--- config.mk ---
export PLATFORM = sky130hd
export DESIGN_NAME = lwc_front
export DESIGN_NICKNAME = d
export VERILOG_FILES = /design/src/rtl/labelled_weighted_centroid_unit_defines.svh /design/src/rtl/lwc_pkg.sv /design/src/rtl/lwc_front.sv
export SDC_FILE = /design/constraint.sdc
export NUM_CORES = 1
export LEC_CHECK = 0
export ABC_CLOCK_PERIOD_IN_PS = 3600
export BUFFER_PORTS_ARGS = -buffer_cell sky130_fd_sc_hd__buf_2
export CAP_MARGIN = 10
export CELL_PAD_IN_SITES_DETAIL_PLACEMENT = 1
export CELL_PAD_IN_SITES_GLOBAL_PLACEMENT = 1
export CORE_MARGIN = 1
export CORE_UTILIZATION = 41
export DETAILED_ROUTE_END_ITERATION = 10
export PLACE_DENSITY_LB_ADDON = 0.1
export SYNTH_ARGS = -nofsm -noshare
export SYNTH_HDL_FRONTEND = slang
export SYNTH_SLANG_ARGS = --single-unit
--- constraint.sdc ---
create_clock -name i_clk -period 3.6 [get_ports i_clk]
set_clock_uncertainty 0.1 [all_clocks]
set_input_delay 0.18 -clock i_clk [delete_from_list [all_inputs] [get_ports i_clk]]
set_output_delay 0.18 -clock i_clk [all_outputs]
set_load 0.05 [all_outputs]
--- src/rtl/labelled_weighted_centroid_unit_defines.svh ---
// Assertion macros for the labelled weighted centroid unit.
`ifndef LABELLED_WEIGHTED_CENTROID_UNIT_DEFINES_SVH
`define LABELLED_WEIGHTED_CENTROID_UNIT_DEFINES_SVH

// Asserts that an implication holds at each clock edge outside reset.
`define LWC_ASSERT_IMPL(label, clk, rst_n, cond, prop, msg) \
    label: assert property (@(posedge clk) disable iff (!rst_n) (cond) |-> (prop)) \
        else $error(msg);

// Asserts that an implication holds at the next clock edge, outside reset.
`define LWC_ASSERT_NEXT(label, clk, rst_n, cond, prop, msg) \
    label: assert property (@(posedge clk) disable iff (!rst_n) (cond) |=> (prop)) \
        else $error(msg);

`endif

--- src/rtl/lwc_pkg.sv ---
`default_nettype none
package lwc_pkg;
    localparam int LABELS_DEF = 64;
    localparam int COORD_BITS_DEF = 10;
    localparam int WEIGHT_BITS_DEF = 16;
    localparam int SUM_XYZ_BITS = 56;
    localparam int SUM_W_BITS = 46;
    localparam int LABEL_BITS = 6;
    localparam int QUEUE_DEPTH = 4;

    typedef struct packed {
        logic full;
        logic empty;
    } t_queue_status;
endpackage
`default_nettype wire

--- src/rtl/lwc_front.sv ---
`default_nettype none
module lwc_front #(
    parameter int COORD_BITS = lwc_pkg::COORD_BITS_DEF,
    parameter int WEIGHT_BITS = lwc_pkg::WEIGHT_BITS_DEF,
    parameter int QW = lwc_pkg::LABEL_BITS + 3 * COORD_BITS + WEIGHT_BITS + 1
) (
    input  wire logic          i_clk,
    input  wire logic          i_rst_n,
    input  wire logic          i_valid,
    output logic               o_ready,
    input  wire logic [QW-1:0] i_item,
    output logic               o_valid,
    input  wire logic          i_ready,
    output logic [QW-1:0]      o_item,
    output lwc_pkg::t_queue_status o_status
);
    localparam int D = lwc_pkg::QUEUE_DEPTH;
    localparam int AW = $clog2(D);

    logic [QW-1:0] r_mem [D];
    logic [AW-1:0] r_wp, r_rp;
    logic [AW:0]   r_cnt;
    logic          push, pop;

    assign o_ready = (r_cnt != (AW+1)'(D));
    assign o_valid = (r_cnt != '0);
    assign push = i_valid && o_ready;
    assign pop = o_valid && i_ready;
    assign o_item = r_mem[r_rp];
    assign o_status.full = !o_ready;
    assign o_status.empty = !o_valid;

    always_ff @(posedge i_clk) begin
        if (push) begin
            r_mem[r_wp] <= i_item;
        end
    end

    always_ff @(posedge i_clk) begin
        if (!i_rst_n) begin
            r_wp <= '0;
            r_rp <= '0;
            r_cnt <= '0;
        end else begin
            if (push) begin
                r_wp <= r_wp + 1'b1;
            end
            if (pop) begin
                r_rp <= r_rp + 1'b1;
            end
            r_cnt <= r_cnt + (AW+1)'(push) - (AW+1)'(pop);
        end
    end
endmodule
`default_nettype wire

# [Word-level counts from Yosys, hierarchy flattened]
# Memories as Yosys holds them, arrays and structs flattened. A register that Yosys moved wholly into a read port is not among the register bits.
# Index checks and enable logic that the tools add are counted.
[totals] out_inout_bits=57 mem_count=1 elab_cells=18 ff_bits=7 input_bits=57 ram_bits=212
[op_classes] n_reduce_logical=5 mux=4 n_addsub=4 eq_ne=1
[memory_table] name="r_mem" words=4 word_bits=53 read_ports=1 rd_ports_with_merged_regs=1 wr=1 line="lwc_front.sv:20" source="logic [QW-1:0] r_mem [D];"
[op_table] op="$add A2 B1 Y2 const B" n=2
[op_table] op="$mux W2" n=2
[op_table] op="$add A3 B1 Y3" n=1
[op_table] op="$ne A3 B3 Y1 const B" n=1
[op_table] op="$reduce_bool A3 Y1" n=1
[op_table] op="$sub A3 B1 Y3" n=1
[op_table] op="$logic_and A1 B1 Y1" n=2
[op_table] op="$logic_not A1 Y1" n=2
[op_table] op="$mux W1" n=2

# [Depth between registers and ports, before layout]
# Gate-level depths: netlist of the first run.
[logic_depth] ltp_word=4 depth_mapped=14 mapped_depth_nobuf=13

# [Worst setup path before layout of the first run]
# OpenSTA, ideal clock, no wires.
[synth_timing] kind="reg2reg" startpoint="reg r_cnt[1]" endpoint="mem r_mem[2][0] (netlist name), enable pin" required_time_ns=3.084 setup_slack_ns=0.200 arrival_ns=2.884 path_buffers=1 setup_time_ns=0.416 synth_period_minus_slack_ns=3.400 path_stages_with_launch=7 cell_sequence="dfxtp_1 > nor2_1 > nand2_1 > inv_1 > nor2b_1 > clkbuf_1 > and2_1"
[synth_between] elab_chain_cells=4
[synth_rtl] element="start: declaration" line="lwc_front.sv:22" source="logic [AW:0] r_cnt;"
[synth_rtl] element="start signal: assignment" line="lwc_front.sv:51" source="r_cnt <= r_cnt + (AW+1)'(push) - (AW+1)'(pop);"
[synth_rtl] element="$ne A3 B3 Y1" line="lwc_front.sv:25" source="assign o_ready = (r_cnt != (AW+1)'(D));"
[synth_rtl] element="net o_ready" line="lwc_front.sv:10" source="output logic o_ready,"
[synth_rtl] element="$logic_and A1 B1 Y1" line="lwc_front.sv:27" source="assign push = i_valid && o_ready;"
[synth_rtl] element="$mux W1" line="lwc_front.sv:34" source="if (push) begin"
[synth_rtl] element="$mux W1 (not written as such)" line="lwc_front.sv:35" source="r_mem[r_wp] <= i_item;"
[synth_rtl] element="end: declaration" line="lwc_front.sv:20"
# The timed path passes the listed nets, and every way through them passes these cells.

# [Final worst setup path of the first run]
[layout_timing] startpoint="reg r_cnt[1]" endpoint="reg r_cnt[2]"
[layout_between] elab_chain_cells=4 word_cells_on_any_way=6 cone_classes="add/sub (2); eq/ne (1); reduce/logical (3)"
[layout_rtl] element="$ne A3 B3 Y1" line="lwc_front.sv:25"
[layout_rtl] element="$logic_and A1 B1 Y1" line="lwc_front.sv:27"
[layout_rtl] element="$add A3 B1 Y3" line="lwc_front.sv:51"
[layout_rtl] element="$sub A3 B1 Y3 (*)" line="lwc_front.sv:51"
# Mark *: on every way between the ends. The rest lies on a longest branch, timed or not.
# A chain may end at the register's enable or synchronous reset.

==> results of run 1 <==
==> layer usage <==
layer | part of all wire, % | global-route usage (%) | wire [um] | up-vias
li1 | - | - | - | 1758
met1 | 42 | 20.1 | 6610 | 2039
met2 | 52 | 28.0 | 8200 | 78
met3 | 3.7 | 2.50 | 579 | 21
met4 | 1.7 | 4.42 | 261 | 0
met5 | 0 | 0 | 0 | -
==> per-stage QoR <==
stage               hold WS [ns]  total power [mW]  area (sq um)  util [%]  cells
floorplan                  0.179              5.02          8200         -    330
global placement           0.290              5.47          9070      46.5    701
detailed placement         0.298              5.50          9070      46.5    701
CTS                       0.0580              7.98         10400      53.4    799
global route               0.100              8.17         10400      53.4    799
finish                    0.0646              7.87         10400      53.4    799
==> critical path, stage by stage, from the launching register on <==
cell and delay (ns):
dfxtp_1 0.42, nor2_1 0.08, nand2_1 0.09, inv_1 0.05, nor2b_1 0.38, inv_1 0.09
ha_1 0.30, inv_1 0.06, ha_1 0.14, inv_1 0.05, fa_1 0.37, xnor2_1 0.15
xnor2_1 0.13, and2_1 0.16
==> cells by family after synthesis <==
group | count (synthesis) | synth area share, %
flip-flops | 221 | 79.9
AO/OA/AOI/OAI | 4 | 0.275
buffers and inverters | 21 | 2.12
adder cells (fa/ha/maj) | 7 | 1.16
XOR/XNOR | 2 | 0.214
multiplexers | 55 | 14.9
AND/OR/NAND/NOR | 20 | 1.43
==> cell usage after synthesis <==
library cell / number
edfxtp_1: 212
mux2i_1: 2
and2_1: 4
nand2_1: 7
inv_2: 1
and2_4: 1
buf_6: 1
or3_1: 1
mux4_2: 50
buf_2: 5
or3_4: 1
nand4b_1: 1
a21boi_1: 1
xnor2_1: 2
inv_1: 6
mux4_1: 3
nor2_1: 1
fa_1: 1
ha_1: 6
o21ai_1: 2
buf_12: 5
clkbuf_1: 3
o21ai_0: 1
nor2b_1: 2
dfxtp_1: 9
and2_2: 2
==> final timing paths <==
path / start / to / slack [ns] / depth (start not counted)
max: r_cnt[1] / r_cnt[2] / 0.93 / 13
min reg2reg: r_rp[1] / flop / 0.39 / 2
max reg2reg: r_cnt[1] / r_cnt[2] / 0.93 / 13
min: i_valid / r_wp[1] / 0.06 / 3
==> state kept, by name (all words and copies together) (netlist names), named ones only <==
register and count:
r_wp 2, r_cnt 3, r_mem 212, r_rp 2
==> power groups by stage <==
| stage | combinational, mW | clock [mW] | sequential, mW |
|---|---|---|---|
| floorplan | 1.80 | 0 | 3.22 |
| finish | 2.19 | 2.41 | 3.27 |
| detailed placement | 2.17 | 0 | 3.34 |
| global route | 2.32 | 2.54 | 3.31 |
| CTS | 2.23 | 2.47 | 3.28 |
| global placement | 2.15 | 0 | 3.32 |
==> final cells by class <==
class	count	area [sq um]	share of cell area, %
inverter	7	26.3	0.252
sequential	221	6550	62.9
clock buffer	27	611	5.86
tap	265	332	3.18
multi-input combinational	88	1480	14.2
clock inverter	14	168	1.61
timing repair buffer	177	1250	12.0
==> results_dict.tcl, run 1 <==
set metrics [dict create \
    power_density_mw_per_mm2 755 \
    start_util_pct 42.0 \
    p_leak_nw 3.57 \
    wl_um 15700 \
    clk_pin_slew_ns 0.06 \
    grt_setup_unrepaired "no" \
    synth_top_area_share_pct 77.7 \
    design.die.area_sq_mm 0.0206 \
    outcome "finished, final reports clean" \
    avgSynthCellArea_sq_um 24.8 \
    worst_slew_pin_slew_ns 0.640 \
    pre_cts_slack_ns 0.930 \
    track_usage_pct 15.8 \
    rows 51 \
    diodes 0 \
    setup_viol 0 \
    vias_per_cell 4.88 \
    start_kind "flop" \
    seqPwrFrac_pct 41.6 \
    cts-buffers-inserted 23 \
    grt_pass1_vias 4331 \
    antenna_found_initial 0 \
    layout_setup_ws_ns 0.925 \
    hold_class "in2reg" \
    place_congestion 0.706 \
    ant_nets 0 \
    netSwitchingPower_mw 2.54 \
    syn_inst 330 \
    wl_per_cell_um 19.6 \
    vdd_drop_max_mv 0.520 \
    synth_nets 394 \
    switching_share_pct 32.3 \
    portBuffers 113 \
    required_ns 3.88 \
    critPathCaptureType "flop" \
    final-max-slew-violation-count 0 \
    combPwrFrac_pct 27.8 \
    initialDrtViolationCount 184 \
    drive_above_1_share_pct 40.1 \
    num_vias 3896 \
    cts_sinks 221 \
    layout_commonest_cell "edfxtp_1" \
    cts_max_path_buffers 3 \
    grt_pass1_wl_um 23900 \
    yosysTopAreaCell "edfxtp_1" \
    yosys_warnings 0 \
    drc 0 \
    area_delta_synth_final_pct 27.1 \
    layout_common_cells "edfxtp_1, buf_2, dlygate4sd3_1" \
    period_minus_slack_ns 2.67 \
    ys_top_cells_by_area "edfxtp_1, mux4_2, dfxtp_1, buf_12, mux4_1" \
    clkLatencyLatePin_ns 0.50 \
    slew_headroom_pct 57.3 \
    coreArea_sq_mm 0.0195 \
    dp_hpwl_um 9210 \
    drv_cap 0 \
    synth_cell_types 26 \
    syn-cell-area_sq_mm 0.00820 \
    holdBufCountCts 57 \
    critPathMaxFanout 7 \
    grt_remaining_overflow 0 \
    die_x_um 143 \
    post_cts_buffers 0 \
    root_buffer "clkbuf_16" \
    die_h_um 143 \
    finalCritPeriodShare_pct 74.3 \
    nets 582 \
    cts_tree "yes" \
    post_cts_resized 0 \
    ys_ff_latch 221 \
    p_int_mw 5.33 \
    fmax_ghz 0.374 \
    ys_seq_area_share_pct 79.9 \
    htreeDepth 1 \
    path_class "reg2reg" \
    final.setup.tns_ns 0 \
    dr.pass1.iters 6 \
    critical_path_arrival_ns 2.96 \
    grt_max_degree 54 \
    finalHoldViolCount 0 \
    ios 114 \
    fillers 1812 \
    pwr-share-clk_pct 30.6 \
]
(Power assumes the default switching activity.)
==> inputs of run 2 (changes only) <==
--- a/config.mk
+++ b/config.mk
@@ -5,7 +5,7 @@
 export SDC_FILE = /design/constraint.sdc
 export NUM_CORES = 1
 export LEC_CHECK = 0
-export ABC_CLOCK_PERIOD_IN_PS = 3600
+export ABC_CLOCK_PERIOD_IN_PS = 2600
 export BUFFER_PORTS_ARGS = -buffer_cell sky130_fd_sc_hd__buf_2
 export CAP_MARGIN = 10
 export CELL_PAD_IN_SITES_DETAIL_PLACEMENT = 1
==> constraint.sdc (replaced) <==
create_clock -name i_clk -period 2.6 [get_ports i_clk]
set_clock_uncertainty 0.1 [all_clocks]
set_input_delay 0.13 -clock i_clk [delete_from_list [all_inputs] [get_ports i_clk]]
set_output_delay 0.13 -clock i_clk [all_outputs]
set_load 0.05 [all_outputs]
==> results_dict.tcl, run 2 (synthesized netlist as in run 1, its figures left out) <==
set metrics [dict create \
    portBuffers 113 \
    layout_setup_ws_ns 0.145 \
    cts_max_path_buffers 3 \
    rows 51 \
    root_buffer "clkbuf_16" \
    setup_viol 0 \
    p_int_mw 7.19 \
    outcome "finished, final reports clean" \
    grt_pass1_vias 4419 \
    drv_cap 0 \
    die_x_um 143 \
    top_regs "r_mem x212, r_cnt x3" \
    antenna_found_initial 0 \
    htreeDepth 1 \
    clk_pin_slew_ns 0.06 \
    cts-buffers-inserted 24 \
    ios 114 \
    period_minus_slack_ns 2.45 \
    wl_per_cell_um 19.9 \
    power_mw 10.7 \
    vias_per_cell 4.93 \
    coreArea_sq_mm 0.0195 \
    grt_remaining_overflow 0 \
    place_congestion 0.661 \
    ant_nets 0 \
    reg2reg_to "r_cnt[2]" \
    top_register "r_mem" \
    p_leak_nw 3.57 \
    netSwitchingPower_mw 3.54 \
    dr.pass1.iters 4 \
    combPwrFrac_pct 29.7 \
    worst_slew_pin_slew_ns 0.576 \
    required_ns 2.89 \
    pre_cts_slack_ns 0.160 \
    critPathMaxFanout 4 \
    track_usage_pct 16.0 \
    pwr-share-clk_pct 29.0 \
    wl_um 16000 \
    final.setup.tns_ns 0 \
    layout_commonest_cell "edfxtp_1" \
    layout_common_cells "edfxtp_1, buf_2, dlygate4sd3_1" \
    vdd_drop_max_mv 0.745 \
    grt_max_degree 36 \
    slew_headroom_pct 61.6 \
    start_util_pct 42.0 \
    switching_share_pct 33.0 \
    worstHoldStart "i_valid" \
    power_density_mw_per_mm2 1030 \
    hold_class "in2reg" \
    critical_path_arrival_ns 2.75 \
    cts_sinks 221 \
    finalHoldViolCount 0 \
    startpoint "r_cnt[1]" \
    dp_hpwl_um 9240 \
    grt_setup_unrepaired "no" \
    area_delta_synth_final_pct 27.2 \
    path_class "reg2reg" \
    design.die.area_sq_mm 0.0206 \
    diodes 0 \
    whs_endpoint "r_wp[1]" \
    nets 589 \
    cts_tree "yes" \
    grt_pass1_wl_um 24500 \
    holdPathStages 4 \
    initialDrtViolationCount 159 \
    fmax_ghz 0.407 \
    largest_register_ffs 212 \
    ff2ff_setup_slack_ns 0.15 \
    drive_above_1_share_pct 40.5 \
    r2r_start "r_cnt[1]" \
    drc 0 \
    fillers 1779 \
    critPathCaptureType "flop" \
    finalCritPeriodShare_pct 94.4 \
    seqPwrFrac_pct 41.3 \
    start_kind "flop" \
    reg2regPathDepth 10 \
    die_h_um 143 \
    final-max-slew-violation-count 0 \
    num_vias 3970 \
    clkLatencyLatePin_ns 0.50 \
]
run 2: cell types whose count changed in the layout (fill, tap and decap cells not counted), moves of 2 or more:
cell       delta
buf_4         +6
clkbuf_16     +2
clkbuf_8      -2
clkinv_2      -2
bufinv_16     -3
clkinv_1      +2
clkbuf_1      +5
run 2: what timing repair did:
action                    in CTS  in global routing
resized for setup              0                  0
hold buffers                  57                  0
hold endpoints to repair     221                  0
setup buffers                  0                  0
run 2: worst max-delay path by stage:
| stage | to | slack [ns] | depth (start not counted) |
|---|---|---|---|
| 2_1_floorplan | r_cnt[2] | -0.05 | 14 |
| 3_3_place_gp | r_cnt[2] | 0.23 | 10 |
| 3_5_place_dp | r_cnt[2] | 0.16 | 10 |
| 4_1_cts | r_cnt[2] | 0.14 | 10 |
| 5_1_grt | r_cnt[2] | 0.03 | 10 |
| 6_report | r_cnt[2] | 0.15 | 10 |
run 2: metrics by stage:
stage | utilization [%] | instance area [sq um] | std cells | hold WS, ns
global placement | 46.8 | 9140 | 707 | 0.239
floorplan | - | 8220 | 330 | 0.129
CTS | 53.4 | 10400 | 806 | 0.0518
global route | 53.4 | 10400 | 806 | 0.0818
detailed placement | 46.8 | 9140 | 707 | 0.246
finish | 53.4 | 10400 | 806 | 0.0713
run 2: critical path, stage by stage (launching register included):
cell,delay [ns]
dfxtp_4,0.36
or3_4,0.41
and2_4,0.18
ha_1,0.27
inv_1,0.06
ha_1,0.13
inv_1,0.05
fa_2,0.33
xnor2_1,0.22
xnor2_1,0.08
and2_1,0.15
run 2: per-layer routing:
metal,GRT usage [%],routed length (um)
met1,20.6,6920
met2,27.3,8000
met3,3.77,843
met4,4.48,241
met5,0,0
run 2: power groups by stage:
stage,Combinational (mW),Sequential [mW],Clock (mW)
2_1_floorplan,2.51,4.47,0
3_3_place_gp,3.14,4.48,0
3_5_place_dp,3.16,4.51,0
4_1_cts,3.25,4.44,3.22
5_1_grt,3.38,4.47,3.33
6_report,3.18,4.43,3.11
run 2: layout make-up:
type                       count  area (sq um)  area share (%)
inverter                       7          30.0           0.288
multi-input combinational     88          1490            14.3
clock buffer                  32           652            6.25
tap                          265           332            3.18
timing repair buffer         183          1300            12.4
clock inverter                10          67.6           0.648
sequential                   221          6560            62.9
